**src/hw/rtl/cle_pkg.sv**
```systemverilog
// package for the c literal escape encoder
// holds the item descriptor passed from front to back, character constants and codes
// no dependencies
package cle_pkg;

    localparam int unsigned MAX_OUT = 8;   // most result bytes one item can cause
    localparam int unsigned IDX_W   = 3;   // index into the result bytes of one item

    localparam logic [7:0] CH_QUOTE  = 8'h22;
    localparam logic [7:0] CH_APOS   = 8'h27;
    localparam logic [7:0] CH_BSLASH = 8'h5C;
    localparam logic [7:0] CH_LF     = 8'h0A;
    localparam logic [7:0] CH_BEL    = 8'h07;
    localparam logic [7:0] CH_BS     = 8'h08;
    localparam logic [7:0] CH_TAB    = 8'h09;
    localparam logic [7:0] CH_VT     = 8'h0B;
    localparam logic [7:0] CH_FF     = 8'h0C;
    localparam logic [7:0] CH_CR     = 8'h0D;
    localparam logic [7:0] CH_PRINT_LO = 8'h20;
    localparam logic [7:0] CH_PRINT_HI = 8'h7E;

    // index 0 holds '0', index 15 holds 'F'
    localparam logic [15:0][7:0] HEX_DIGITS = "FEDCBA9876543210";

    typedef enum logic [1:0] {
        KIND_PLAIN,
        KIND_ESC,
        KIND_NEWLINE,
        KIND_HEX
    } kind_t;

    // one classified item, fully expanded into result bytes
    typedef struct packed {
        logic [MAX_OUT-1:0][7:0] chars;     // result bytes, first in index 0
        logic [IDX_W-1:0]        last_idx;  // index of the final result byte
        logic                    closes;    // final byte is the closing quote
    } desc_t;

endpackage

```
**src/hw/rtl/cle_front.sv**
```systemverilog
// front end: accepts input items, classifies each byte and expands it into a descriptor
// depends on cle_pkg
module cle_front
    import cle_pkg::*;
(
    input  logic       s_tvalid,
    output logic       s_tready,
    input  logic [7:0] s_tdata,   // data_byte
    input  logic       s_tlast,   // last_byte
    input  logic [1:0] s_tuser,   // [0] first_byte, [1] empty_string
    input  logic       fifo_full,
    output logic       push,
    output desc_t      push_data
);

    kind_t                   kind;
    logic [7:0]              letter;
    logic [MAX_OUT-1:0][7:0] body;
    logic [IDX_W-1:0]        body_len;
    logic [IDX_W-1:0]        pos;
    logic                    first_b;
    logic                    empty_s;

    assign first_b  = s_tuser[0];
    assign empty_s  = s_tuser[1];
    assign s_tready = !fifo_full;
    assign push     = s_tvalid && !fifo_full;

    // classify the byte
    always_comb
    begin
        kind   = KIND_PLAIN;
        letter = s_tdata;
        unique case (s_tdata)
            CH_BEL:    begin kind = KIND_ESC; letter = "a"; end
            CH_BS:     begin kind = KIND_ESC; letter = "b"; end
            CH_FF:     begin kind = KIND_ESC; letter = "f"; end
            CH_CR:     begin kind = KIND_ESC; letter = "r"; end
            CH_TAB:    begin kind = KIND_ESC; letter = "t"; end
            CH_VT:     begin kind = KIND_ESC; letter = "v"; end
            CH_QUOTE,
            CH_APOS,
            CH_BSLASH: begin kind = KIND_ESC; letter = s_tdata; end
            CH_LF:     begin kind = KIND_NEWLINE; letter = "n"; end
            default:
            begin
                if (s_tdata >= CH_PRINT_LO && s_tdata <= CH_PRINT_HI)
                    kind = KIND_PLAIN;
                else
                    kind = KIND_HEX;
            end
        endcase
    end

    // escape body without the framing quotes
    always_comb
    begin
        body     = '0;
        body_len = IDX_W'(1);
        unique case (kind)
            KIND_PLAIN:
            begin
                body[0]  = s_tdata;
                body_len = IDX_W'(1);
            end
            KIND_ESC:
            begin
                body[0]  = CH_BSLASH;
                body[1]  = letter;
                body_len = IDX_W'(2);
            end
            KIND_NEWLINE:
            begin
                body[0]  = CH_BSLASH;
                body[1]  = letter;
                body[2]  = CH_QUOTE;
                body[3]  = CH_LF;
                body[4]  = CH_QUOTE;
                body_len = IDX_W'(5);
            end
            KIND_HEX:
            begin
                body[0]  = CH_BSLASH;
                body[1]  = "x";
                body[2]  = HEX_DIGITS[s_tdata[7:4]];
                body[3]  = HEX_DIGITS[s_tdata[3:0]];
                body[4]  = CH_QUOTE;
                body[5]  = CH_QUOTE;
                body_len = IDX_W'(6);
            end
            default:
            begin
                body[0]  = s_tdata;
                body_len = IDX_W'(1);
            end
        endcase
    end

    // add the opening and closing quotes
    always_comb
    begin
        pos       = body_len + {{(IDX_W-1){1'b0}}, first_b};
        push_data = '0;
        if (empty_s)
        begin
            push_data.chars[0] = CH_QUOTE;
            push_data.chars[1] = CH_QUOTE;
            push_data.last_idx = IDX_W'(1);
            push_data.closes   = 1'b1;
        end
        else
        begin
            push_data.chars = first_b ? {body[MAX_OUT-2:0], CH_QUOTE} : body;
            if (s_tlast)
                push_data.chars[pos] = CH_QUOTE;
            push_data.last_idx = pos + {{(IDX_W-1){1'b0}}, s_tlast} - IDX_W'(1);
            push_data.closes   = s_tlast;
        end
    end

endmodule

```
**src/hw/rtl/cle_fifo.sv**
```systemverilog
// short descriptor queue between front and back
// depends on cle_pkg
module cle_fifo
    import cle_pkg::*;
#(
    parameter int unsigned DEPTH = 4
)
(
    input  logic  clk,
    input  logic  rst_n,
    input  logic  push,
    input  desc_t push_data,
    output logic  full,
    input  logic  pop,
    output desc_t head,
    output logic  empty
);

    localparam int unsigned PTR_W = (DEPTH > 1) ? $clog2(DEPTH) : 1;
    localparam int unsigned CNT_W = $clog2(DEPTH + 1);
    localparam logic [PTR_W-1:0] PTR_LAST = PTR_W'(DEPTH - 1);
    localparam logic [CNT_W-1:0] CNT_FULL = CNT_W'(DEPTH);

    desc_t            mem_reg [DEPTH];
    logic [PTR_W-1:0] wr_ptr_reg, wr_ptr_next;
    logic [PTR_W-1:0] rd_ptr_reg, rd_ptr_next;
    logic [CNT_W-1:0] count_reg,  count_next;

    assign full  = (count_reg == CNT_FULL);
    assign empty = (count_reg == '0);
    assign head  = mem_reg[rd_ptr_reg];

    always_comb
    begin
        wr_ptr_next = wr_ptr_reg;
        rd_ptr_next = rd_ptr_reg;
        count_next  = count_reg;
        if (push)
            wr_ptr_next = (wr_ptr_reg == PTR_LAST) ? '0 : wr_ptr_reg + PTR_W'(1);
        if (pop)
            rd_ptr_next = (rd_ptr_reg == PTR_LAST) ? '0 : rd_ptr_reg + PTR_W'(1);
        if (push && !pop)
            count_next = count_reg + CNT_W'(1);
        else if (pop && !push)
            count_next = count_reg - CNT_W'(1);
    end

    always_ff @(posedge clk or negedge rst_n)
    begin
        if (!rst_n)
        begin
            wr_ptr_reg <= '0;
            rd_ptr_reg <= '0;
            count_reg  <= '0;
        end
        else
        begin
            wr_ptr_reg <= wr_ptr_next;
            rd_ptr_reg <= rd_ptr_next;
            count_reg  <= count_next;
        end
    end

    // payload storage, no reset
    always_ff @(posedge clk)
    begin
        if (push)
            mem_reg[wr_ptr_reg] <= push_data;
    end

endmodule

```
**src/hw/rtl/cle_back.sv**
```systemverilog
// back end: walks the queue head one result byte per cycle, unless the output stalls, into the output register
// depends on cle_pkg
module cle_back
    import cle_pkg::*;
(
    input  logic       clk,
    input  logic       rst_n,
    input  desc_t      head,
    input  logic       fifo_empty,
    output logic       pop,
    output logic       m_tvalid,
    input  logic       m_tready,
    output logic [7:0] m_tdata,   // out_byte
    output logic       m_tlast,   // run_end
    output logic [0:0] m_tuser    // [0] string_end
);

    logic [IDX_W-1:0] idx_reg, idx_next;
    logic             valid_reg, valid_next;
    logic [7:0]       data_reg;
    logic             last_reg;
    logic             send_end_reg;
    logic             advance;
    logic             at_end;

    assign advance = !fifo_empty && (!valid_reg || m_tready);
    assign at_end  = (idx_reg == head.last_idx);
    assign pop     = advance && at_end;

    always_comb
    begin
        idx_next   = idx_reg;
        valid_next = valid_reg;
        if (advance)
        begin
            idx_next   = at_end ? '0 : idx_reg + IDX_W'(1);
            valid_next = 1'b1;
        end
        else if (m_tready)
        begin
            valid_next = 1'b0;
        end
    end

    always_ff @(posedge clk or negedge rst_n)
    begin
        if (!rst_n)
        begin
            idx_reg   <= '0;
            valid_reg <= 1'b0;
        end
        else
        begin
            idx_reg   <= idx_next;
            valid_reg <= valid_next;
        end
    end

    always_ff @(posedge clk)
    begin
        if (advance)
        begin
            data_reg     <= head.chars[idx_reg];
            last_reg     <= at_end;
            send_end_reg <= at_end && head.closes;
        end
    end

    assign m_tvalid   = valid_reg;
    assign m_tdata    = data_reg;
    assign m_tlast    = last_reg;
    assign m_tuser[0] = send_end_reg;

endmodule

```
**src/hw/rtl/c_literal_escape_encoder.sv**
```systemverilog
// c literal escape encoder: one raw string byte per input item, quoted literal text out
// an accepted item is written into the queue, then its first result byte into the output register
// throughput: one result byte per cycle from the back end unless the output stalls, so plain
// printable bytes sustain one input item per cycle; escapes stall input once the queue fills
// reset: asynchronous active-low rst_n empties the queue and drops the output valid
// depends on cle_pkg, cle_front, cle_fifo, cle_back
module c_literal_escape_encoder
    import cle_pkg::*;
#(
    parameter int unsigned FIFO_DEPTH = 4   // descriptors buffered between front and back
)
(
    input  logic       clk,
    input  logic       rst_n,
    // input items
    input  logic       s_tvalid,
    output logic       s_tready,
    input  logic [7:0] s_tdata,   // [7:0] data_byte
    input  logic       s_tlast,   // last_byte
    input  logic [1:0] s_tuser,   // [0] first_byte, [1] empty_string
    // result items
    output logic       m_tvalid,
    input  logic       m_tready,
    output logic [7:0] m_tdata,   // [7:0] out_byte
    output logic       m_tlast,   // run_end
    output logic [0:0] m_tuser    // [0] string_end
);

    // the front classifies a byte in the accept cycle and writes the whole
    // expansion (up to eight bytes plus the index of the final one) into the queue
    desc_t push_data;
    desc_t head;
    logic  push;
    logic  pop;
    logic  fifo_full;
    logic  fifo_empty;

    cle_front u_front
    (
        .s_tvalid  (s_tvalid),
        .s_tready  (s_tready),
        .s_tdata   (s_tdata),
        .s_tlast   (s_tlast),
        .s_tuser   (s_tuser),
        .fifo_full (fifo_full),
        .push      (push),
        .push_data (push_data)
    );

    // queue lets the input keep flowing while a long escape drains
    cle_fifo #(
        .DEPTH (FIFO_DEPTH)
    ) u_fifo
    (
        .clk       (clk),
        .rst_n     (rst_n),
        .push      (push),
        .push_data (push_data),
        .full      (fifo_full),
        .pop       (pop),
        .head      (head),
        .empty     (fifo_empty)
    );

    // back end steps through the head descriptor, one byte per cycle unless the output stalls,
    // into an output register that refills in the same cycle it is taken
    cle_back u_back
    (
        .clk        (clk),
        .rst_n      (rst_n),
        .head       (head),
        .fifo_empty (fifo_empty),
        .pop        (pop),
        .m_tvalid   (m_tvalid),
        .m_tready   (m_tready),
        .m_tdata    (m_tdata),
        .m_tlast    (m_tlast),
        .m_tuser    (m_tuser)
    );

endmodule

```
**config.mk**
```make
export PLATFORM = sky130hd
export DESIGN_NAME = c_literal_escape_encoder
export DESIGN_NICKNAME = d
export VERILOG_FILES = /design/src/hw/rtl/cle_pkg.sv /design/src/hw/rtl/cle_front.sv /design/src/hw/rtl/cle_fifo.sv /design/src/hw/rtl/cle_back.sv /design/src/hw/rtl/c_literal_escape_encoder.sv
export SDC_FILE = /design/constraint.sdc
export NUM_CORES = 1
export LEC_CHECK = 0
export BUFFER_PORTS_ARGS = -buffer_cell sky130_fd_sc_hd__buf_2
export CORE_UTILIZATION = 25
export DETAILED_ROUTE_END_ITERATION = 6
export PLACE_DENSITY = 0.49
export SYNTH_ARGS = -nofsm -noshare
export SYNTH_HDL_FRONTEND = slang
export SYNTH_SLANG_ARGS = --single-unit
```
**constraint.sdc**
```tcl
create_clock -name clk -period 3.6 [get_ports clk]
set_input_delay 0.36 -clock clk [delete_from_list [all_inputs] [get_ports clk]]
set_output_delay 0.36 -clock clk [all_outputs]
set_load 0.05 [all_outputs]
```
=== Yosys cells after proc, flatten, opt, wreduce, memory -nomap -nowiden ===
Memory sizes are Yosys's and may differ from the RTL's.
Index checks and enable logic that the tools add are counted.

* Add/subtract/negate cells: 8
* Magnitude comparators: 7
* Reductions and logical operators: 21
* Bitwise gates (word level): 3
* Mux-type cells: 27
* Eq/ne operators: 17

{| class="wikitable"
|+ Operators by type and width
! kind !! number
|-
| $mux 64 || 1
|-
| $pmux 8 s7 || 1
|-
| $mux 54 || 1
|-
| $and 48x48->48 || 1
|-
| $eq 8x4->1 const B || 6
|-
| $mux 48 || 1
|-
| $not 48->48 || 1
|-
| $pmux 22 s2 || 1
|-
| $mux 8 || 4
|-
| $pmux 8 s2 || 2
|-
| $bmux 8 s3 || 1
|-
| $demux 8 s3 || 1
|-
| $mux 20 || 1
|-
| $eq 8x6->1 const B || 2
|-
| $or 16x16->16 || 1
|-
| $pmux 3 s4 || 1
|-
| $lt 4x5->1 const B || 2
|-
| $mux 3 || 3
|-
| $reduce_or 9->1 || 1
|-
| $eq 2x2->1 const B || 4
|-
| $eq 8x3->1 const B || 1
|-
| $eq 8x7->1 const B || 1
|-
| $ge 8x6->1 const B || 1
|-
| $le 8x7->1 const B || 1
|-
| other kinds (21) || 43
|}

* Output and inout port bits: 12
* Word-level logic and storage cells: 94
* Memories: 3
* Bits in writable memories: 272
* Input port bits: 15
* Flip-flop bits (word level): 21
* Memory bits (read-only): 256

{| class="wikitable"
|+ Memory list
! memory !! depth !! width !! read ports !! clocked after Yosys merged registers in !! write ports !! RTL line !! text
|-
| u_fifo.mem_reg || 4 || 68 || 1 || 0 || 1 || cle_fifo.sv:24 || <nowiki>desc_t mem_reg [DEPTH];</nowiki>
|-
| (no name shown) || 16 || 8 || 1 || 0 || 0 || cle_front.sv:85 || <nowiki>body[2] = HEX_DIGITS[s_tdata[7:4]];</nowiki>
|-
| (no name shown) || 16 || 8 || 1 || 0 || 0 || cle_front.sv:86 || <nowiki>body[3] = HEX_DIGITS[s_tdata[3:0]];</nowiki>
|}

=== Longest topological paths before layout ===
Gate-level depths: netlist of run 1.

* Depth after elaboration: 15
* Gate-level depth with buffers: 16
* Gate-level depth less buffers: 14

=== Cells and area by module ===
Synthesis of run 1 repeated with hierarchy kept, for this count alone.

* Cell total of the unflattened synthesis: 745
* Area, all modules: 13320.3 µm²

{| class="wikitable"
|+ Modules (own cells, without submodules)
! module !! sequential area each (µm²) !! instances !! area an instance (µm²) !! cells an instance
|-
| cle_fifo || 8343.0 || 1 || 10304.9 || 393
|-
| cle_front || 0.0 || 1 || 1930.6 || 290
|-
| cle_back || 400.4 || 1 || 1084.8 || 62
|}

=== Least setup slack after synthesis of run 1 ===
Ideal clock, no wire load.

* Kind: input-to-reg
* From: in s_tdata[0]
* To: mem u_fifo.mem_reg[0][17] (netlist bit), data pin
* Slack: 152 ps
* Data arrival time: 3176 ps
* Path buffers: 1
* Stages: 13
* Setup time: 272 ps
* Required time: 3328 ps
* Cells stage by stage: ha_1 > clkbuf_1 > mux2_2 > a32oi_1 > nand3_1 > a21oi_1 > ha_1 > inv_1 > a21oi_1 > a311oi_4 > a31o_4 > a41o_4 > a221o_1

{| class="wikitable"
|+ RTL lines
! element !! RTL line !! text
|-
| start: declaration || c_literal_escape_encoder.sv:18 || <nowiki>input logic [7:0] s_tdata,</nowiki>
|-
| end: declaration || cle_fifo.sv:24 ||
|}

==> results.sh, run 1 <==
export IMPL_setup_slack_ps=617
export IMPL_grt_use_total_pct=11.7
export IMPL_cts_sinks=201
export IMPL_largest_reg_flops=180
export IMPL_synth_fa_ha_area_share_pct=3.65
export IMPL_cts_tree="yes"
export IMPL_clk_pin_slew_worst_paths_ps=60
export IMPL_critPathBufInv=4
export IMPL_antenna_found_initial=0
export IMPL_cellLeakagePower_nw=3.81
export IMPL_syn_nets=648
export IMPL_worstReg2RegStart="u_fifo.rd_ptr_reg[0]$_DFFE_PN0P_"
export IMPL_grt_ovfl_total=0
export IMPL_min_period_ps=2980
export IMPL_min_from="m_tready"
export IMPL_ys_async_sr_fraction_pct=5.47
export IMPL_cp_data_arrival_time_ps=3290
export IMPL_grt_pass1_vias=5585
export IMPL_postLayoutCoreUtil_pct=30.2
export IMPL_die_w_um=195
export IMPL_crit_chain="buf_2 -> inv_1 -> ha_1 -> mux2_2 -> a32oi_1 -> nand3_1 -> a21oi_1 -> ha_1 -> inv_1 -> and3_1 -> a311oi_4 -> a31oi_4 -> buf_4 -> or3_1 -> o221ai_1"
export IMPL_yosys_warnings=0
export IMPL_fin_setup_tns_ps=0
export IMPL_path_max_fanout=7
export IMPL_h_tree_depth=1
export IMPL_syn_to_final_growth_pct=18.8
export IMPL_fin_crit_sh_pct=82.9
export IMPL_finClkSkew_ps=26.2
export IMPL_routed_wl_um=22000
export IMPL_synth_xor_area_share_pct=0.658
export IMPL_hold_path_class="input pin to flip-flop"
export IMPL_setup_viol=0
export IMPL_pre_cts_ws_ps=98.4
export IMPL_maxSlewViolCount=0
export IMPL_dpl_cell_area_mm2=0.0103
export IMPL_grt_max_degree=34
export IMPL_slowest_stage="or3_1"
export IMPL_clock_latency_ps=520
export IMPL_layout_common_cells="edfxtp_1 (190), mux4_2 (52), buf_4 (44), nor2_1 (40)"
export IMPL_fmax_mhz=335
export IMPL_synth_ff_type="edfxtp_1"
export IMPL_drv_cap=0
export IMPL_slew_headroom_pct=53.4
export IMPL_cp_slowest_stage_delay_ps=390
export IMPL_synth_edf_count=190
export IMPL_avgSynthCellArea_um2=15.4
export IMPL_pwr_share_comb_pct=31.8
export IMPL_port_buffers=26
export IMPL_synth_top_family_by_area="multiplexers"
export IMPL_design_area_mm2=0.0111
export IMPL_pwr_share_seq_pct=41.6
export IMPL_netSwitchingFraction_pct=31.9
export IMPL_total_power_mw=8.31
export IMPL_die_h_um=195
export IMPL_rsz0062_at_grt="no"
export IMPL_power_density_mw_per_mm2=750
export IMPL_ys_types=56
export IMPL_drtIter0Drc=320
export IMPL_yosys_area_share_simple_pct=7.58
export IMPL_synth_compound_area_share_pct=7.95
export IMPL_ys_seq_area_share_pct=64.2
export IMPL_num_rows=70
export IMPL_antenna_cells=0
export IMPL_wl_per_cell_um=18.9
export IMPL_dp_hpwl_um=14800
export IMPL_cts_root_buffer="clkbuf_16"
export IMPL_synthesis_area_mm2=0.00932
export IMPL_status="completed"
export IMPL_end_kind="flip-flop"
export IMPL_worstSetupPathType="input pin to flip-flop"
export IMPL_ant_nets=0
export IMPL_hold_viol=0
export IMPL_drive_gt1_share_pct=26.0
export IMPL_worst_pin_slew_ps=699
export IMPL_clk_path_buf_depth=3
export IMPL_cts_resized=0
export IMPL_core_mm2=0.0366
export IMPL_start_util_pct=25.5
export IMPL_final_common_cell="edfxtp_1"
export IMPL_p_clk_share_pct=26.6
export IMPL_worstPathRequired_ps=3910
export IMPL_worstSetupStartpointType="input pin"
export IMPL_peakVddDrop_uv=335
export IMPL_nNetsFinal=717
export IMPL_gp_congestion=0.827
export IMPL_ys_seq_elements=201
export IMPL_p_int_mw=5.66
export IMPL_die_area_mm2=0.0381
export IMPL_pin_count=27
export IMPL_crit_start="s_tdata[0]"
export IMPL_vias=5435
export IMPL_dr_pass1_iters=5
export IMPL_path_delay_family="compound AO/OA/AOI/OAI gates"
export IMPL_grt_pass1_wl_um=34100
export IMPL_via_per_inst=4.68
export IMPL_synth_mux_area_share_pct=13.4
export IMPL_drc=0
export IMPL_synthCells=607
export IMPL_cts_made_buffers=23
export IMPL_fill_cells=3644
export IMPL_switchingPower_mw=2.65
[power by group through the flow]
stage | sequential [mW] | clock [mW] | combinational (mW)
floorplan | 3.60 | 0 | 1.71
global placement | 3.51 | 0 | 2.70
detailed placement | 3.52 | 0 | 2.70
CTS | 3.47 | 2.27 | 2.71
global route | 3.53 | 2.35 | 2.88
finish | 3.46 | 2.21 | 2.64
[Yosys cell counts, drive strengths merged (2+ instances only)]
master   count  area share [%]
a211o        3            0.38
a211oi       5            0.40
a21o         6            0.48
a21oi       35             1.9
a22oi        2            0.16
a2bb2oi      2            0.19
a31oi        3            0.36
a32oi        4            0.38
and2         5            0.34
and3         8            0.59
buf         12            0.67
clkbuf      20            0.81
clkinv       2           0.081
dfrtp       11             3.0
edfxtp     190              61
fa           2            0.43
ha          24             3.2
inv         27             1.1
mux2         3            0.36
mux2i        4            0.43
mux4        52              13
nand2       35             1.4
nand2b       8            0.54
nand3       16            0.86
nand4        2            0.13
nor2        40             1.6
nor2b        4            0.27
nor3        16            0.91
nor3b        3            0.24
o211ai       7            0.56
o21ai       25             1.3
o22ai        3            0.20
o31ai        3            0.24
o41ai        3            0.28
or2          4            0.27
xnor2        3            0.28
xor2         4            0.38
[stage by stage]
step	cells	hold slack (ps)
floorplan	607	64.4
finish	1161	34.4
CTS	1161	11.4
detailed placement	1118	252
global placement	1118	250
global route	1161	23.9
[path summary, 6_finish.rpt]
| kind | to | slack, ps | cells after the start |
|---|---|---|---|
| worst max-delay path | u_fifo.mem_reg[0][21]$_DFFE_PP_ | 620 | 15 |
| worst min-delay path | u_back.m_tvalid$_DFFE_PN0P_ | 30 | 2 |
| worst max register to register | u_fifo.count_reg[1]$_DFFE_PN0P_ | 660 | 9 |
| worst min register to register | u_fifo.count_reg[2]$_DFFE_PN0P_ | 490 | 1 |
| max in group asynchronous | u_fifo.rd_ptr_reg[0]$_DFFE_PN0P_ | 3100 | 2 |
| min in group asynchronous | u_fifo.wr_ptr_reg[1]$_DFFE_PN0P_ | 250 | 2 |
[layout make-up]
type | count | area, µm² | share of cell area (%)
Sequential cell | 201 | 5990 | 54.1
Multi-Input combinational cell | 345 | 3100 | 28.0
Clock buffer | 29 | 598 | 5.40
Tap cell | 468 | 586 | 5.29
Timing Repair Buffer | 76 | 571 | 5.15
Clock inverter | 13 | 124 | 1.12
Inverter | 29 | 109 | 0.983
[layer usage]
| metal | routed length, µm | global-route usage [%] | vias to the layer above |
|---|---|---|---|
| li1 | - | - | 2516 |
| met5 | 0 | 0 | - |
| met2 | 10100 | 18.5 | 124 |
| met4 | 401 | 3.09 | 0 |
| met1 | 10600 | 16.9 | 2766 |
| met3 | 841 | 1.66 | 29 |
[logic make-up after synthesis]
group           count (synthesis)
buf+inv                        61
mux                            59
compound gates                108
simple gates                  145
xor+xnor                        7
fa+ha+maj                      26
flops                         201
[timing repair]
action,4_1_cts,5_1_grt
hold buffers,1,0
hold endpoints to repair,11,0
setup buffers,0,0
(Power assumes the default switching activity.)
==> inputs of run 2 (changes only) <==
Settings changed: ABC_AREA from default to 1.
Clock period 3.6 ns to 2.8 ns, I/O delays scaled along.
==> run 2 against run 1 <==
  * Clock skew is 17 ps lower
  * Total power rose by 34%
  * Clock-buffer cell count down 1
  * Synthesized cell count increased by 46%
  * Via count up 24%
  * Largest cell class unchanged
  * Critical path type is now flip-flop to flip-flop
  * Area after synthesis grew 2.3%
  * Clock power increased by 28%
  * Sequential cell count is the same
==> results.sh, run 2 <==
export IMPL_drc=0
export IMPL_grt_use_total_pct=13.0
export IMPL_pre_cts_ws_ps=-74.2
export IMPL_antenna_cells=0
export IMPL_clock_latency_ps=510
export IMPL_finClkSkew_ps=8.90
export IMPL_largest_reg_flops=180
export IMPL_die_h_um=197
export IMPL_end_kind="flip-flop"
export IMPL_total_power_mw=11.2
export IMPL_synth_top_area_share_pct=59.8
export IMPL_worstSetupPathType="flip-flop to flip-flop"
export IMPL_ys_async_sr_fraction_pct=5.47
export IMPL_core_mm2=0.0376
export IMPL_synthesis_area_mm2=0.00954
export IMPL_ys_seq_area_share_pct=62.7
export IMPL_dr_pass1_iters=5
export IMPL_vias=6744
export IMPL_setup_slack_ps=330
export IMPL_p_clk_share_pct=25.3
export IMPL_use_met3_pct=1.57
export IMPL_fill_cells=3855
export IMPL_start_util_pct=25.4
export IMPL_worst_pin_slew_ps=671
export IMPL_ys_seq_elements=201
export IMPL_pwr_share_comb_pct=35.8
export IMPL_clk_pin_slew_worst_paths_ps=60
export IMPL_netSwitchingFraction_pct=37.3
export IMPL_worstPathRequired_ps=3180
export IMPL_syn_to_final_growth_pct=18.8
export IMPL_antenna_found_initial=0
export IMPL_switchingPower_mw=4.16
export IMPL_routed_wl_um=25000
export IMPL_synth_ff_type="edfxtp_1"
export IMPL_synthCells=889
export IMPL_slew_headroom_pct=55.3
export IMPL_use_met1_pct=19.2
export IMPL_grt_util_met2_pct=20.3
export IMPL_layout_common_cells="edfxtp_1 (190), nor2_1 (129), nand2_1 (129), o21ai_0 (118), inv_1 (61)"
export IMPL_peakVddDrop_uv=420
export IMPL_pwr_share_seq_pct=38.9
export IMPL_nNetsFinal=996
export IMPL_synthTopCellsByCount="edfxtp_1 (190), nor2_1 (133), nand2_1 (129), o21ai_0 (118), inv_1 (61)"
export IMPL_p_int_mw=7.01
export IMPL_drtIter0Drc=497
export IMPL_busiest_layer="met2"
export IMPL_port_buffers=26
export IMPL_yosys_area_top_type="edfxtp_1"
export IMPL_h_tree_depth=1
export IMPL_fin_cells=1482
export IMPL_rsz0062_at_grt="no"
export IMPL_grt_ovfl_total=0
export IMPL_worstSetupStartpointType="flip-flop"
export IMPL_syn_nets=930
export IMPL_avgSynthCellArea_um2=10.7
export IMPL_ant_nets=0
export IMPL_hold_path_class="input pin to async pin"
export IMPL_wl_per_cell_um=16.9
export IMPL_cts_setup_buffers=0
export IMPL_drive_gt1_share_pct=15.4
export IMPL_cellLeakagePower_nw=4.26
export IMPL_synthTopCellsByArea="edfxtp_1 (60%), o21ai_0 (6.2%), nor2_1 (5.2%)"
export IMPL_cts_root_buffer="clkbuf_16"
export IMPL_status="completed"
export IMPL_fmax_mhz=405
export IMPL_num_rows=71
export IMPL_dp_hpwl_um=16100
export IMPL_via_per_inst=4.55
export IMPL_setup_viol=0
export IMPL_fin_crit_sh_pct=88.2
export IMPL_cp_data_arrival_time_ps=2850
export IMPL_cts_tree="yes"
export IMPL_min_period_ps=2470
export IMPL_dp_cells=1439
export IMPL_path_max_fanout=16
export IMPL_cts_sinks=201
export IMPL_clk_path_buf_depth=3
export IMPL_cts_made_buffers=23
export IMPL_die_w_um=197
export IMPL_pin_count=27
export IMPL_maxSlewViolCount=0
export IMPL_hold_viol=0
export IMPL_synth_most_common_cell="edfxtp_1"
export IMPL_synth_edf_count=190
export IMPL_yosys_warnings=0
export IMPL_final_common_cell="edfxtp_1"
export IMPL_die_area_mm2=0.0389
export IMPL_power_density_mw_per_mm2=986
export IMPL_drv_cap=0
export IMPL_grt_pass1_wl_um=38800
export IMPL_grt_pass1_vias=6418
export IMPL_grt_max_degree=64
export IMPL_ys_types=39
export IMPL_gp_congestion=0.917
## run 2: changes by cell type after synthesis, sizes merged, moves of 32 or more
cell / previous run / this run
o21ai: 25 / 124
inv: 27 / 68
o22ai: 3 / 44
nand3: 16 / 48
mux4: 52 / 0
nor2: 40 / 139
nand2: 35 / 142
## run 2: timing repair
item                       CTS  global route
setup endpoints to repair    0             1
hold endpoints to repair    12             0
hold buffers                 2             0
resized for setup            0             3
## run 2: path summary, 6_finish.rpt
| check | from | end | slack, ps | cells past startpoint |
|---|---|---|---|---|
| setup reg to reg | u_fifo.rd_ptr_reg[0]$_DFFE_PN0P_ | u_fifo.count_reg[2]$_DFFE_PN0P_ | 330 | 15 |
| min in group clk | s_tuser[1] | u_fifo.mem_reg[2][37]$_DFFE_PP_ | 320 | 2 |
| hold / removal | rst_n | u_back.idx_reg[1]$_DFFE_PN0P_ | 190 | 2 |
| hold reg to reg | u_fifo.count_reg[0]$_DFFE_PN0P_ | u_fifo.count_reg[0]$_DFFE_PN0P_ | 540 | 1 |
| setup / recovery | u_fifo.rd_ptr_reg[0]$_DFFE_PN0P_ | u_fifo.count_reg[2]$_DFFE_PN0P_ | 330 | 15 |
| max in group asynchronous | rst_n | u_fifo.rd_ptr_reg[0]$_DFFE_PN0P_ | 2360 | 2 |
## run 2: kinds of logic after synthesis
family	after synthesis	synth area share, %
fa+ha+maj	26	3.57
xor+xnor	6	0.551
flops	201	62.7
simple gates	338	16.3
compound gates	207	12.2
buf+inv	111	4.74
## run 2: layout make-up
cell class | instances | area (µm²) | share of cell area, %
Sequential cell | 201 | 5980 | 52.8
Multi-Input combinational cell | 577 | 3140 | 27.7
Tap cell | 511 | 639 | 5.64
Clock buffer | 28 | 594 | 5.25
Timing Repair Buffer | 78 | 576 | 5.08
Inverter | 74 | 280 | 2.47
Clock inverter | 13 | 114 | 1.00
## run 2: stage by stage
stage	TNS (ps)	hold WS (ps)	area, µm²	utilization (%)
finish	0	188	11300	30.2
detailed placement	-711	181	10600	28.2
floorplan	-114010	-15.6	9540	-
CTS	0	185	11300	30.1
global route	0	213	11300	30.2
global placement	-232	179	10600	28.2
## run 2: critical path, stage by stage (launching register included)
cell,delay (ps)
dfrtp_4,580
inv_4,170
nand2_1,70
nand3_1,70
nand2_1,80
xor2_1,140
nor2_1,60
nand2_1,80
nor2_1,60
inv_1,80
ha_1,140
inv_1,60
fa_1,370
a21oi_1,140
o21ai_0,110
xor2_1,150
## run 2: power by group through the flow
stage | clock (mW) | sequential, mW | combinational [mW]
CTS | 2.90 | 4.35 | 4.06
global route | 3.00 | 4.42 | 4.47
global placement | 0 | 4.40 | 4.01
floorplan | 0 | 4.64 | 2.37
finish | 2.83 | 4.35 | 3.99
detailed placement | 0 | 4.40 | 4.03
## run 2: layer usage
metal  share of wire, %  wire length (µm)  vias up
met5                  0                 0        -
met3                4.3              1070       27
met4                1.6               395        0
met2                 44             11100      159
met1                 50             12500     3298
li1                   -                 -     3260
==> inputs of run 3 (changes only) <==
Settings changed: PLACE_DENSITY 0.49 to default, RECOVER_POWER from default to 100.
Clock period 2.8 ns to 2.1 ns, I/O delays scaled along.
==> run 3 against run 2 <==
  * The flow now finishes with violations (setup timing)
  * Maximum frequency rose by 11%
  * Critical endpoint unchanged
  * Final cell count is 4.3% higher
  * Routed wire length is 2.3% lower
  * Sequential cell count is the same
  * Critical path type unchanged
  * Non-clock buffer count up 62
  * Via count increased by 4.1%
  * Utilization grew 2.2 points
  * Clock skew increased by 13 ps
  * Largest cell class unchanged
==> results.sh, run 3 (same netlist as run 2, synthesis figures left out) <==
export IMPL_worstPathRequired_ps=2480
export IMPL_routed_wl_um=24400
export IMPL_maxSlewViolCount=0
export IMPL_violations="setup timing"
export IMPL_grt_use_total_pct=12.4
export IMPL_setup_slack_ps=-116
export IMPL_cts_sinks=201
export IMPL_drive_gt1_share_pct=25.3
export IMPL_worstSetupStartpointType="flip-flop"
export IMPL_nNetsFinal=1058
export IMPL_status="finished, violations left"
export IMPL_grt_ovfl_total=0
export IMPL_antenna_found_initial=0
export IMPL_hold_viol=0
export IMPL_path_max_fanout=8
export IMPL_grt_max_degree=86
export IMPL_setup_viol=5
export IMPL_end_kind="flip-flop"
export IMPL_die_area_mm2=0.0389
export IMPL_largest_reg_flops=180
export IMPL_total_power_mw=15.9
export IMPL_wl_per_cell_um=15.8
export IMPL_cts_tree="yes"
export IMPL_core_mm2=0.0376
export IMPL_layout_common_cells="edfxtp_1 (190), nor2_1 (124), nand2_1 (124), buf_4 (102), o21ai_0 (94)"
export IMPL_num_rows=71
export IMPL_peakVddDrop_uv=687
export IMPL_die_h_um=197
export IMPL_via_per_inst=4.54
export IMPL_rsz0062_at_grt="yes"
export IMPL_hold_path_class="input pin to flip-flop"
export IMPL_grt_pass1_wl_um=37600
export IMPL_finClkSkew_ps=21.6
export IMPL_postLayoutCoreUtil_pct=32.4
export IMPL_pin_count=27
export IMPL_final_common_cell="edfxtp_1"
export IMPL_dr_pass1_iters=6
export IMPL_cts_root_buffer="clkbuf_16"
export IMPL_antenna_cells=0
export IMPL_dp_hpwl_um=15400
export IMPL_h_tree_depth=1
export IMPL_die_w_um=197
export IMPL_grt_pass1_vias=6601
export IMPL_min_period_ps=2220
export IMPL_clk_pin_slew_worst_paths_ps=60
export IMPL_port_buffers=26
export IMPL_slew_headroom_pct=47.4
export IMPL_syn_to_final_growth_pct=27.5
export IMPL_worst_pin_slew_ps=789
export IMPL_ant_nets=0
export IMPL_cellLeakagePower_nw=4.59
export IMPL_power_density_mw_per_mm2=1310
export IMPL_cp_data_arrival_time_ps=2600
export IMPL_worstSetupPathType="flip-flop to flip-flop"
export IMPL_start_util_pct=25.4
export IMPL_drtIter0Drc=646
export IMPL_clock_latency_ps=510
export IMPL_cts_made_buffers=23
export IMPL_drv_cap=0
export IMPL_vias=7021
export IMPL_pre_cts_ws_ps=-408
export IMPL_drc=0
export IMPL_fin_crit_sh_pct=106
export IMPL_fmax_mhz=451
export IMPL_gp_congestion=0.906
export IMPL_clk_path_buf_depth=3
==> run 3: changes by cell type in the layout (fill, tap and decap cells not counted), sizes merged <==
cell,before,now
buf,76,121
clkinv,15,12
clkinvlp,1,3
clkbuf,28,44
bufinv,2,5
==> run 3: what timing repair did <==
action | CTS | global route
gates cloned | 0 | 1
hold endpoints to repair | 12 | 0
gates resized for setup | 6 | 33
hold buffers | 2 | 0
endpoints found under the setup margin | 2 | 37
buffers inserted | 9 | 1
pin swaps | 3 | 9
==> run 3: path summary, 6_finish.rpt <==
path | startpoint | end | slack [ps] | cells after the start
hold / removal | s_tvalid | u_fifo.wr_ptr_reg[0]$_DFFE_PN0P_ | 160 | 4
setup reg to reg | u_fifo.rd_ptr_reg[0]$_DFFE_PN0P_ | u_fifo.count_reg[2]$_DFFE_PN0P_ | -120 | 15
max in group asynchronous | rst_n | u_fifo.rd_ptr_reg[0]$_DFFE_PN0P_ | 1410 | 2
setup / recovery | u_fifo.rd_ptr_reg[0]$_DFFE_PN0P_ | u_fifo.count_reg[2]$_DFFE_PN0P_ | -120 | 15
hold reg to reg | u_fifo.count_reg[0]$_DFFE_PN0P_ | u_fifo.count_reg[0]$_DFFE_PN0P_ | 570 | 1
min in group asynchronous | rst_n | u_fifo.wr_ptr_reg[1]$_DFFE_PN0P_ | 240 | 2
==> run 3: where the power goes <==
group	total, mW	internal [mW]	switching (mW)
Clock	4.22	2.64	1.58
Combinational	5.90	1.98	3.92
Sequential	5.79	5.51	0.281
Total	15.9	10.1	5.77
==> run 3: stage by stage <==
stage                     cells  instance area, µm²  hold slack [ps]  setup TNS [ps]
final                      1545               12200              157            -374
after global routing       1545               12200              198           -1200
after CTS                  1543               12200              109            -298
after detailed placement   1490               11300             99.2          -50940
after global placement     1490               11300              101          -46390
after floorplan             889                9830            -85.6            -616
==> run 3: final cells by class <==
cell class / count / area, µm²
inverters: 74 / 308
well taps: 511 / 639
repair buffers: 140 / 1040
clock buffers: 27 / 591
flip-flops and latches: 201 / 5980
clock inverters: 15 / 213
fillers: 3805 / 25400
multi-input cells: 577 / 3380
==> run 3: worst max-delay path, cell delays in order, from the launching register on <==
cell	delay [ps]
dfrtp_2	480
inv_6	60
nand2_1	60
nand3_1	60
nand2_1	90
xor2_1	160
nor2_1	70
nand2_1	100
nor2_2	50
inv_1	70
ha_2	170
inv_2	40
fa_2	370
a21oi_2	120
o21ai_1	80
xor2_1	140
==> run 3: routing by layer <==
metal	global-route usage [%]	wire [µm]	vias to the layer above	part of all wire, %
met1	18.1	11700	3408	48
met3	1.57	1330	28	5.4
li1	-	-	3390	-
met4	2.81	348	0	1.4
met2	19.3	11000	195	45
met5	0	0	-	0
